File: src/lcsq_pkg.sv
package lcsq_pkg;

    localparam int SAMPLE_W  = 24;
    localparam int ELAPSED_W = 10;
    localparam int TIMER_W   = 10;
    localparam int WEIGHT_W  = 41;
    localparam int FRAC_BITS = 16;
    localparam int CPK_W     = 24;

    localparam int DIV_STEPS = WEIGHT_W;
    localparam int CNT_W     = $clog2(DIV_STEPS + 1);

    localparam int ADDR_W    = 4;
    localparam int DATA_W    = 32;
    localparam int REG_IDX_W = 2;

    localparam logic [REG_IDX_W-1:0] REG_TARE    = 2'd0;
    localparam logic [REG_IDX_W-1:0] REG_CPK     = 2'd1;
    localparam logic [REG_IDX_W-1:0] REG_TIMEOUT = 2'd2;

    localparam logic [SAMPLE_W-1:0] TARE_RESET    = '0;
    localparam logic [CPK_W-1:0]    CPK_RESET     = 24'd1;
    localparam logic [TIMER_W-1:0]  TIMEOUT_RESET = 10'd500;

    localparam logic [TIMER_W-1:0]  TIMER_MAX     = '1;

    // Bus glitch patterns: all zeros and all ones.
    localparam logic [SAMPLE_W-1:0] GLITCH_ZERO = '0;
    localparam logic [SAMPLE_W-1:0] GLITCH_ONES = '1;

    typedef struct packed {
        logic [SAMPLE_W-1:0] tare;
        logic [CPK_W-1:0]    cpk;
        logic [TIMER_W-1:0]  timeout;
    } cfg_t;

    typedef struct packed {
        logic accept;
        logic load_div;
        logic step_div;
        logic load_out;
    } cmd_t;

endpackage

File: src/lcsq_regs.sv
module lcsq_regs (
    input  logic                          aclk,
    input  logic                          aresetn,
    input  logic                          psel,
    input  logic                          penable,
    input  logic                          pwrite,
    input  logic [lcsq_pkg::ADDR_W-1:0]   paddr,
    input  logic [lcsq_pkg::DATA_W-1:0]   pwdata,
    output logic [lcsq_pkg::DATA_W-1:0]   prdata,
    output logic                          pready,
    output lcsq_pkg::cfg_t                cfg
);

    logic [lcsq_pkg::SAMPLE_W-1:0] tare_reg;
    logic [lcsq_pkg::CPK_W-1:0]    cpk_reg;
    logic [lcsq_pkg::TIMER_W-1:0]  timeout_reg;
    logic [lcsq_pkg::REG_IDX_W-1:0] idx;
    logic                          wr_en;

    assign pready = 1'b1;
    assign idx    = paddr[lcsq_pkg::ADDR_W-1:2];
    assign wr_en  = psel && penable && pwrite && pready;

    always_ff @(posedge aclk) begin
        if (!aresetn) begin
            tare_reg    <= lcsq_pkg::TARE_RESET;
            cpk_reg     <= lcsq_pkg::CPK_RESET;
            timeout_reg <= lcsq_pkg::TIMEOUT_RESET;
        end else if (wr_en) begin
            case (idx)
                lcsq_pkg::REG_TARE:    tare_reg    <= pwdata[lcsq_pkg::SAMPLE_W-1:0];
                lcsq_pkg::REG_CPK:     cpk_reg     <= pwdata[lcsq_pkg::CPK_W-1:0];
                lcsq_pkg::REG_TIMEOUT: timeout_reg <= pwdata[lcsq_pkg::TIMER_W-1:0];
                default: ;
            endcase
        end
    end

    always_comb begin
        case (idx)
            lcsq_pkg::REG_TARE:
                prdata = {{(lcsq_pkg::DATA_W-lcsq_pkg::SAMPLE_W){1'b0}}, tare_reg};
            lcsq_pkg::REG_CPK:
                prdata = {{(lcsq_pkg::DATA_W-lcsq_pkg::CPK_W){1'b0}}, cpk_reg};
            lcsq_pkg::REG_TIMEOUT:
                prdata = {{(lcsq_pkg::DATA_W-lcsq_pkg::TIMER_W){1'b0}}, timeout_reg};
            default:
                prdata = '0;
        endcase
    end

    assign cfg.tare    = tare_reg;
    assign cfg.cpk     = cpk_reg;
    assign cfg.timeout = timeout_reg;

endmodule

File: src/lcsq_ctrl.sv
module lcsq_ctrl (
    input  logic           aclk,
    input  logic           aresetn,
    input  logic           s_valid,
    output logic           s_ready,
    output logic           m_valid,
    input  logic           m_ready,
    output lcsq_pkg::cmd_t cmd
);

    localparam logic [1:0] ST_IDLE = 2'd0;
    localparam logic [1:0] ST_PREP = 2'd1;
    localparam logic [1:0] ST_DIV  = 2'd2;
    localparam logic [1:0] ST_DONE = 2'd3;

    localparam logic [lcsq_pkg::CNT_W-1:0] LAST_STEP =
        lcsq_pkg::CNT_W'(lcsq_pkg::DIV_STEPS - 1);

    logic [1:0]                 state_reg, state_next;
    logic [lcsq_pkg::CNT_W-1:0] cnt_reg, cnt_next;
    logic                       out_valid_reg, out_valid_next;

    always_comb begin
        state_next     = state_reg;
        cnt_next       = cnt_reg;
        cmd            = '0;
        s_ready        = 1'b0;
        out_valid_next = out_valid_reg;
        if (out_valid_reg && m_ready) begin
            out_valid_next = 1'b0;
        end
        case (state_reg)
            ST_IDLE: begin
                s_ready = 1'b1;
                if (s_valid) begin
                    cmd.accept = 1'b1;
                    state_next = ST_PREP;
                end
            end
            ST_PREP: begin
                cmd.load_div = 1'b1;
                cnt_next     = '0;
                state_next   = ST_DIV;
            end
            ST_DIV: begin
                cmd.step_div = 1'b1;
                if (cnt_reg == LAST_STEP) begin
                    state_next = ST_DONE;
                end else begin
                    cnt_next = cnt_reg + 1'b1;
                end
            end
            ST_DONE: begin
                // The result register is free, or its transfer completes now.
                if (!out_valid_reg || m_ready) begin
                    cmd.load_out   = 1'b1;
                    out_valid_next = 1'b1;
                    state_next     = ST_IDLE;
                end
            end
            default: state_next = ST_IDLE;
        endcase
    end

    always_ff @(posedge aclk) begin
        if (!aresetn) begin
            state_reg     <= ST_IDLE;
            cnt_reg       <= '0;
            out_valid_reg <= 1'b0;
        end else begin
            state_reg     <= state_next;
            cnt_reg       <= cnt_next;
            out_valid_reg <= out_valid_next;
        end
    end

    assign m_valid = out_valid_reg;

endmodule

File: src/lcsq_datapath.sv
module lcsq_datapath (
    input  logic                            aclk,
    input  logic                            aresetn,
    input  lcsq_pkg::cmd_t                  cmd,
    input  lcsq_pkg::cfg_t                  cfg,
    input  logic                            s_data_ready,
    input  logic signed [lcsq_pkg::SAMPLE_W-1:0] s_sample,
    input  logic [lcsq_pkg::ELAPSED_W-1:0]  s_elapsed_ms,
    output logic [lcsq_pkg::WEIGHT_W-1:0]   m_weight_q16,
    output logic signed [lcsq_pkg::SAMPLE_W-1:0] m_held_raw,
    output logic                            m_is_new,
    output logic                            m_reinit_request
);

    localparam int SW = lcsq_pkg::SAMPLE_W;
    localparam int WW = lcsq_pkg::WEIGHT_W;
    localparam int DW = lcsq_pkg::CPK_W;
    localparam int TW = lcsq_pkg::TIMER_W;

    // Poll state.
    logic [SW-1:0] held_reg, held_next;
    logic [TW-1:0] timer_reg, timer_next;
    logic          pend_reg, pend_next;
    logic          is_new_reg, is_new_next;
    logic          reinit_reg;

    // Divider.
    logic [DW-1:0] rem_reg, rem_next;
    logic [WW-1:0] quo_reg, quo_next;

    // Result register.
    logic [WW-1:0] weight_out_reg;
    logic [SW-1:0] held_out_reg;
    logic          new_out_reg;
    logic          reinit_out_reg;

    logic [TW:0]   timer_sum;
    logic [TW-1:0] timer_sat;
    logic [SW:0]   diff;
    logic [SW:0]   mag_wide;
    logic [DW:0]   shifted;
    logic [DW+1:0] trial;

    always_comb begin
        held_next   = held_reg;
        is_new_next = 1'b0;
        timer_sum   = {1'b0, timer_reg} + {1'b0, s_elapsed_ms};
        timer_sat   = timer_sum[TW] ? lcsq_pkg::TIMER_MAX : timer_sum[TW-1:0];
        pend_next   = 1'b0;
        if (s_data_ready) begin
            timer_next = '0;
            if (s_sample != lcsq_pkg::GLITCH_ZERO && s_sample != lcsq_pkg::GLITCH_ONES) begin
                held_next   = s_sample;
                is_new_next = 1'b1;
            end
        end else begin
            // A reinit poll drops the time that passed before it.
            timer_next = pend_reg ? '0 : timer_sat;
            pend_next  = timer_next > cfg.timeout;
        end
    end

    always_comb begin
        diff     = {held_reg[SW-1], held_reg} - {cfg.tare[SW-1], cfg.tare};
        mag_wide = diff[SW] ? (~diff + 1'b1) : diff;
    end

    // One restoring step: bring down the next dividend bit, subtract if it fits.
    always_comb begin
        shifted = {rem_reg, quo_reg[WW-1]};
        trial   = {1'b0, shifted} - {2'b00, cfg.cpk};
        if (!trial[DW+1]) begin
            rem_next = trial[DW-1:0];
            quo_next = {quo_reg[WW-2:0], 1'b1};
        end else begin
            rem_next = shifted[DW-1:0];
            quo_next = {quo_reg[WW-2:0], 1'b0};
        end
    end

    always_ff @(posedge aclk) begin
        if (!aresetn) begin
            held_reg  <= '0;
            timer_reg <= '0;
            pend_reg  <= 1'b0;
        end else if (cmd.accept) begin
            held_reg  <= held_next;
            timer_reg <= timer_next;
            pend_reg  <= pend_next;
        end
    end

    always_ff @(posedge aclk) begin
        if (cmd.accept) begin
            is_new_reg <= is_new_next;
            reinit_reg <= pend_reg;
        end
        if (cmd.load_div) begin
            rem_reg <= '0;
            quo_reg <= {1'b0, mag_wide[SW-1:0], {lcsq_pkg::FRAC_BITS{1'b0}}};
        end else if (cmd.step_div) begin
            rem_reg <= rem_next;
            quo_reg <= quo_next;
        end
        if (cmd.load_out) begin
            weight_out_reg <= quo_reg;
            held_out_reg   <= held_reg;
            new_out_reg    <= is_new_reg;
            reinit_out_reg <= reinit_reg;
        end
    end

    assign m_weight_q16     = weight_out_reg;
    assign m_held_raw       = held_out_reg;
    assign m_is_new         = new_out_reg;
    assign m_reinit_request = reinit_out_reg;

endmodule

File: src/load_cell_sample_qualifier_unit.sv
// Load-cell poll qualifier. Each transfer on the s_ side is one converter poll and yields
// exactly one transfer on the m_ side: the held sample, whether this poll took a new one,
// whether the converter must be reinitialized, and |held - tare| * 2^16 / counts_per_kg
// truncated (all ones when counts_per_kg is 0). The poll state is updated at the edge that
// accepts the poll. Then one step forms the tared magnitude and loads the divider, 41 passes
// go through the shift-and-subtract divider, and a last step loads the result register once
// it is free or its transfer completes. A poll holds the block until its result is loaded,
// so polls do not overlap; s_ready is high only while no poll is in flight, and the next
// poll may be taken while the previous result still waits for m_ready. Registers on the
// APB port: tare_offset at 0x0, counts_per_kg at 0x4, stall_timeout_ms at 0x8; write them
// only while no poll is in flight.
module load_cell_sample_qualifier_unit (
    input  logic                                aclk,
    input  logic                                aresetn,
    input  logic                                psel,
    input  logic                                penable,
    input  logic                                pwrite,
    input  logic [lcsq_pkg::ADDR_W-1:0]         paddr,
    input  logic [lcsq_pkg::DATA_W-1:0]         pwdata,
    output logic [lcsq_pkg::DATA_W-1:0]         prdata,
    output logic                                pready,
    input  logic                                s_valid,
    output logic                                s_ready,
    input  logic                                s_data_ready,
    input  logic signed [lcsq_pkg::SAMPLE_W-1:0] s_sample,
    input  logic [lcsq_pkg::ELAPSED_W-1:0]      s_elapsed_ms,
    output logic                                m_valid,
    input  logic                                m_ready,
    output logic [lcsq_pkg::WEIGHT_W-1:0]       m_weight_q16,
    output logic signed [lcsq_pkg::SAMPLE_W-1:0] m_held_raw,
    output logic                                m_is_new,
    output logic                                m_reinit_request
);

    lcsq_pkg::cfg_t cfg;
    lcsq_pkg::cmd_t cmd;

    lcsq_regs u_regs (
        .aclk    (aclk),
        .aresetn (aresetn),
        .psel    (psel),
        .penable (penable),
        .pwrite  (pwrite),
        .paddr   (paddr),
        .pwdata  (pwdata),
        .prdata  (prdata),
        .pready  (pready),
        .cfg     (cfg)
    );

    lcsq_ctrl u_ctrl (
        .aclk    (aclk),
        .aresetn (aresetn),
        .s_valid (s_valid),
        .s_ready (s_ready),
        .m_valid (m_valid),
        .m_ready (m_ready),
        .cmd     (cmd)
    );

    lcsq_datapath u_datapath (
        .aclk             (aclk),
        .aresetn          (aresetn),
        .cmd              (cmd),
        .cfg              (cfg),
        .s_data_ready     (s_data_ready),
        .s_sample         (s_sample),
        .s_elapsed_ms     (s_elapsed_ms),
        .m_weight_q16     (m_weight_q16),
        .m_held_raw       (m_held_raw),
        .m_is_new         (m_is_new),
        .m_reinit_request (m_reinit_request)
    );

    // A poll in flight blocks the next one.
    a_busy_after_accept: assert property (@(posedge aclk) disable iff (!aresetn)
        (s_valid && s_ready) |=> !s_ready)
        else $error("poll accepted while another poll was in flight");

    // A newly taken sample is never one of the glitch patterns.
    a_new_not_glitch: assert property (@(posedge aclk) disable iff (!aresetn)
        (m_valid && m_is_new) |->
            (m_held_raw != lcsq_pkg::GLITCH_ZERO && m_held_raw != lcsq_pkg::GLITCH_ONES))
        else $error("glitch sample reported as new");

    // A poll result cannot appear in the cycle right after a poll is taken.
    a_no_early_result: assert property (@(posedge aclk) disable iff (!aresetn)
        (s_valid && s_ready && !m_valid) |=> !m_valid)
        else $error("result presented before the divider could finish");

endmodule
File: config.mk
export PLATFORM = sky130hd
export DESIGN_NAME = load_cell_sample_qualifier_unit
export DESIGN_NICKNAME = d
export VERILOG_FILES = /design/src/lcsq_pkg.sv /design/src/lcsq_regs.sv /design/src/lcsq_ctrl.sv /design/src/lcsq_datapath.sv /design/src/load_cell_sample_qualifier_unit.sv
export SDC_FILE = /design/constraint.sdc
export NUM_CORES = 1
export LEC_CHECK = 0
export ABC_CLOCK_PERIOD_IN_PS = 7400
export CAP_MARGIN = 0
export CELL_PAD_IN_SITES_DETAIL_PLACEMENT = 1
export CELL_PAD_IN_SITES_GLOBAL_PLACEMENT = 1
export CORE_MARGIN = 5
export CORE_UTILIZATION = 55
export CTS_BUF_LIST = sky130_fd_sc_hd__clkbuf_8
export DETAILED_ROUTE_END_ITERATION = 6
export DONT_BUFFER_PORTS = 1
export PLACE_DENSITY = 0.9
export SYNTH_ARGS = -nofsm -noshare
export SYNTH_HDL_FRONTEND = slang
export SYNTH_HIERARCHICAL = 1
export SYNTH_SLANG_ARGS = --single-unit
export TNS_END_PERCENT = 30
File: constraint.sdc
create_clock -name aclk -period 7.4 [get_ports aclk]
set_input_delay 1.11 -clock aclk [delete_from_list [all_inputs] [get_ports aclk]]
set_output_delay 1.11 -clock aclk [all_outputs]
set_load 0.05 [all_outputs]
==> impl_metrics.ini <==
[finish]
layout-drive-gt1-share = 0.0651
nFillCells = 2713
nets = 1524
area_growth_pct = 6.67

[synth]
synth_seq_area_share = 0.427
synth_edf_count = 93
syn_area_per_cell_sq_um = 9.62
postSynthCellCount = 1375
synthesis.area_sq_um = 13200
synthFlopType = dfxtp_1
yosysMostFrequentCell = nand2_1
synth_cell_type_count = 82
synth_seq_cells = 236
synth.top_cells.by_count = nand2_1, dfxtp_1, mux2i_1, inv_1, nor2_1
async_reset_ff_frac = 0
ys_top_cells_by_area = dfxtp_1, edfxtp_1, mux2i_1, ha_1, nand2_1
synth_top_area_frac = 0.216
yosysTopAreaCell = dfxtp_1
yosysWarnings = 6

[pwr]
power.density_nw_per_um2 = 373
leakagePower_nw = 5.71
ir_worst_vdd_v = 0.000225

[worst_setup_path]
worstPathArrival_ns = 4.87
start_kind = register
crit_type = register to register
r2r-end = u_datapath/quo_reg[38]$_DFFE_PP_
worst-r2r-cell-count = 13
critical_path_required_ns = 7.71
crit_path_end_kind = register
critPathMaxFanout = 4
rrSetupSlack_ns = 2.84
crit-reg2reg-launch = u_regs/tare_reg[0]$_SDFFE_PN0P_

[clock_network]
cts_tree = built
cts_sinks = 236
postCtsSetupRepairBufs = 0
clock_latency_ns = 0.55
cts-root-buf = clkbuf_8
cts_buffers = 41
cts_buffer_depth = 3
htree_levels = 2
clk_pin_slew_worst_paths_ns = 0.06
cts_resized = 0
hold_buffers = 0

[die]
ios = 180
die_area_sq_um = 27300
start_util = 0.560
die_h_microns = 165
row_count = 56
coreArea_sq_um = 23600
die_w_microns = 165

[detailed_routing]
antenna_left = 0
dr.pass1.iters = 5
drc = 0
wl_per_cell_microns = 22.2
vias = 10495
wl_mm = 38.1
avgViaCountPerCell = 6.11
first_iter_violations = 617

[timing]
slew_headroom = 0.193
fin_ws_ns = 2.84
maxSlewViolCount = 0
finalSetupViolCount = 0
tns_ns = 0
fin_crit_sh = 0.616
fin_skew_ns = 0.0248
fmax_mhz = 219
min_period_ns = 4.56
hold_viol_final = 0
worst_pin_slew_ns = 1.21
rsz0062_at_grt = false

[min_path]
worstHoldEndpoint = u_datapath/m_is_new$_DFFE_PP_
hp-class = register to register
hp-start = u_datapath/is_new_reg$_SDFFCE_PN0P_
min_path_cells = 0

[job]
maxCapViolations = 0

[grt]
grt_pass1_wl_mm = 59.5
grt_overflow_total = 0
grt_start_max_net_pins = 125
antenna_found_initial = 2
track_usage = 0.275
grt_pass1_vias = 11176

[placed_design]
gp_congestion = 0.886
portBuffers = 0
dpl_worst_slack_ns = 2.48
dpl.hpwl_mm = 27.8

[outcome]
status = complete, no violations
[cells in the final DEF, fill, tap and decap left out, drive strengths merged, types with 5 or more instances in the layout]
cell type,n
o311ai,7
or3,5
conb,9
ha,76
a211o,5
buf,8
o211ai,11
clkinv,15
xnor2,27
a31oi,14
and2,9
nand4,14
nand2,157
inv,108
nor3b,6
a211oi,19
xor2,28
a21oi,56
nor3,12
o21a,10
edfxtp,93
a21boi,5
o21bai,8
dfxtp,143
nor2b,43
or2,6
nor4,10
clkbuf,46
nor2,96
nand3,20
mux2i,139
a21o,22
o21ai,81
nand2b,5
and3,10
o31ai,6
[power by group]
group / switching (mW) / leakage (nW) / internal, mW
sequential: 0.240 / 2.02 / 1.63
clock: 0.538 / 0.426 / 0.569
combinational: 1.42 / 3.26 / 0.876
[layer usage]
metal | wire [microns] | GRT usage
met5 | 20 | 0
met4 | 1600 | 0.122
met3 | 2600 | 0.0628
met2 | 18600 | 0.470
met1 | 15300 | 0.332
[cell families after synthesis]
group / share of synthesized area
buffers and inverters: 0.0566
muxes: 0.108
AOI/OAI and AO/OA: 0.142
xor gates and xnor gates: 0.0364
DFF: 0.427
and+or+nand+nor: 0.153
other: 0.000567
adders and majority gates: 0.0764
[stage by stage]
stage | power, mW | utilization | cells | area [sq um] | hold slack, ns
finish | 5.27 | 0.598 | 1717 | 14100 | 0.428
global route | 5.58 | 0.598 | 1717 | 14100 | 0.436
CTS | 5.27 | 0.598 | 1716 | 14100 | 0.428
detailed placement | 4.14 | 0.566 | 1643 | 13400 | 0.414
global placement | 3.99 | 0.566 | 1643 | 13400 | 0.402
floorplan | 3.58 | - | 1382 | 13300 | 0.400
[worst max path at each step]
stage,start,endpoint,cells after the start
2_1_floorplan,m_ready,u_datapath/m_held_raw[0]$_DFFE_PP_,2
3_3_place_gp,s_elapsed_ms[0],u_datapath/pend_reg$_SDFFE_PN0P_,19
3_5_place_dp,s_elapsed_ms[0],u_datapath/pend_reg$_SDFFE_PN0P_,19
4_1_cts,u_regs/tare_reg[0]$_SDFFE_PN0P_,u_datapath/quo_reg[38]$_DFFE_PP_,13
5_1_grt,u_regs/tare_reg[0]$_SDFFE_PN0P_,u_datapath/quo_reg[36]$_DFFE_PP_,13
6_report,u_regs/tare_reg[0]$_SDFFE_PN0P_,u_datapath/quo_reg[38]$_DFFE_PP_,13
[final cells by class]
class                           instances  area, sq um  area share
Inverter                               98          368      0.0261
Clock inverter                         27          116     0.00824
Clock buffer                           46          633      0.0448
Antenna cell                            1         2.50    0.000177
Timing Repair Buffer                    8         60.1     0.00425
Multi-Input combinational cell        982         6880       0.488
Tap cell                              319          399      0.0283
Sequential cell                       236         5660       0.401
[critical path, stage by stage (launching register included)]
cell and delay, ns:
dfxtp_1 0.42, ha_1 0.22, inv_1 0.06, fa_1 0.41, a21o_1 0.21, a2111oi_0 0.65
a21oi_1 0.13, o22ai_1 0.41, nand4_1 0.22, nand4b_1 0.32, nor4_1 0.60, a31oi_1 0.19
xnor2_1 0.18, o21ai_0 0.30
(Power assumes the default switching activity.)
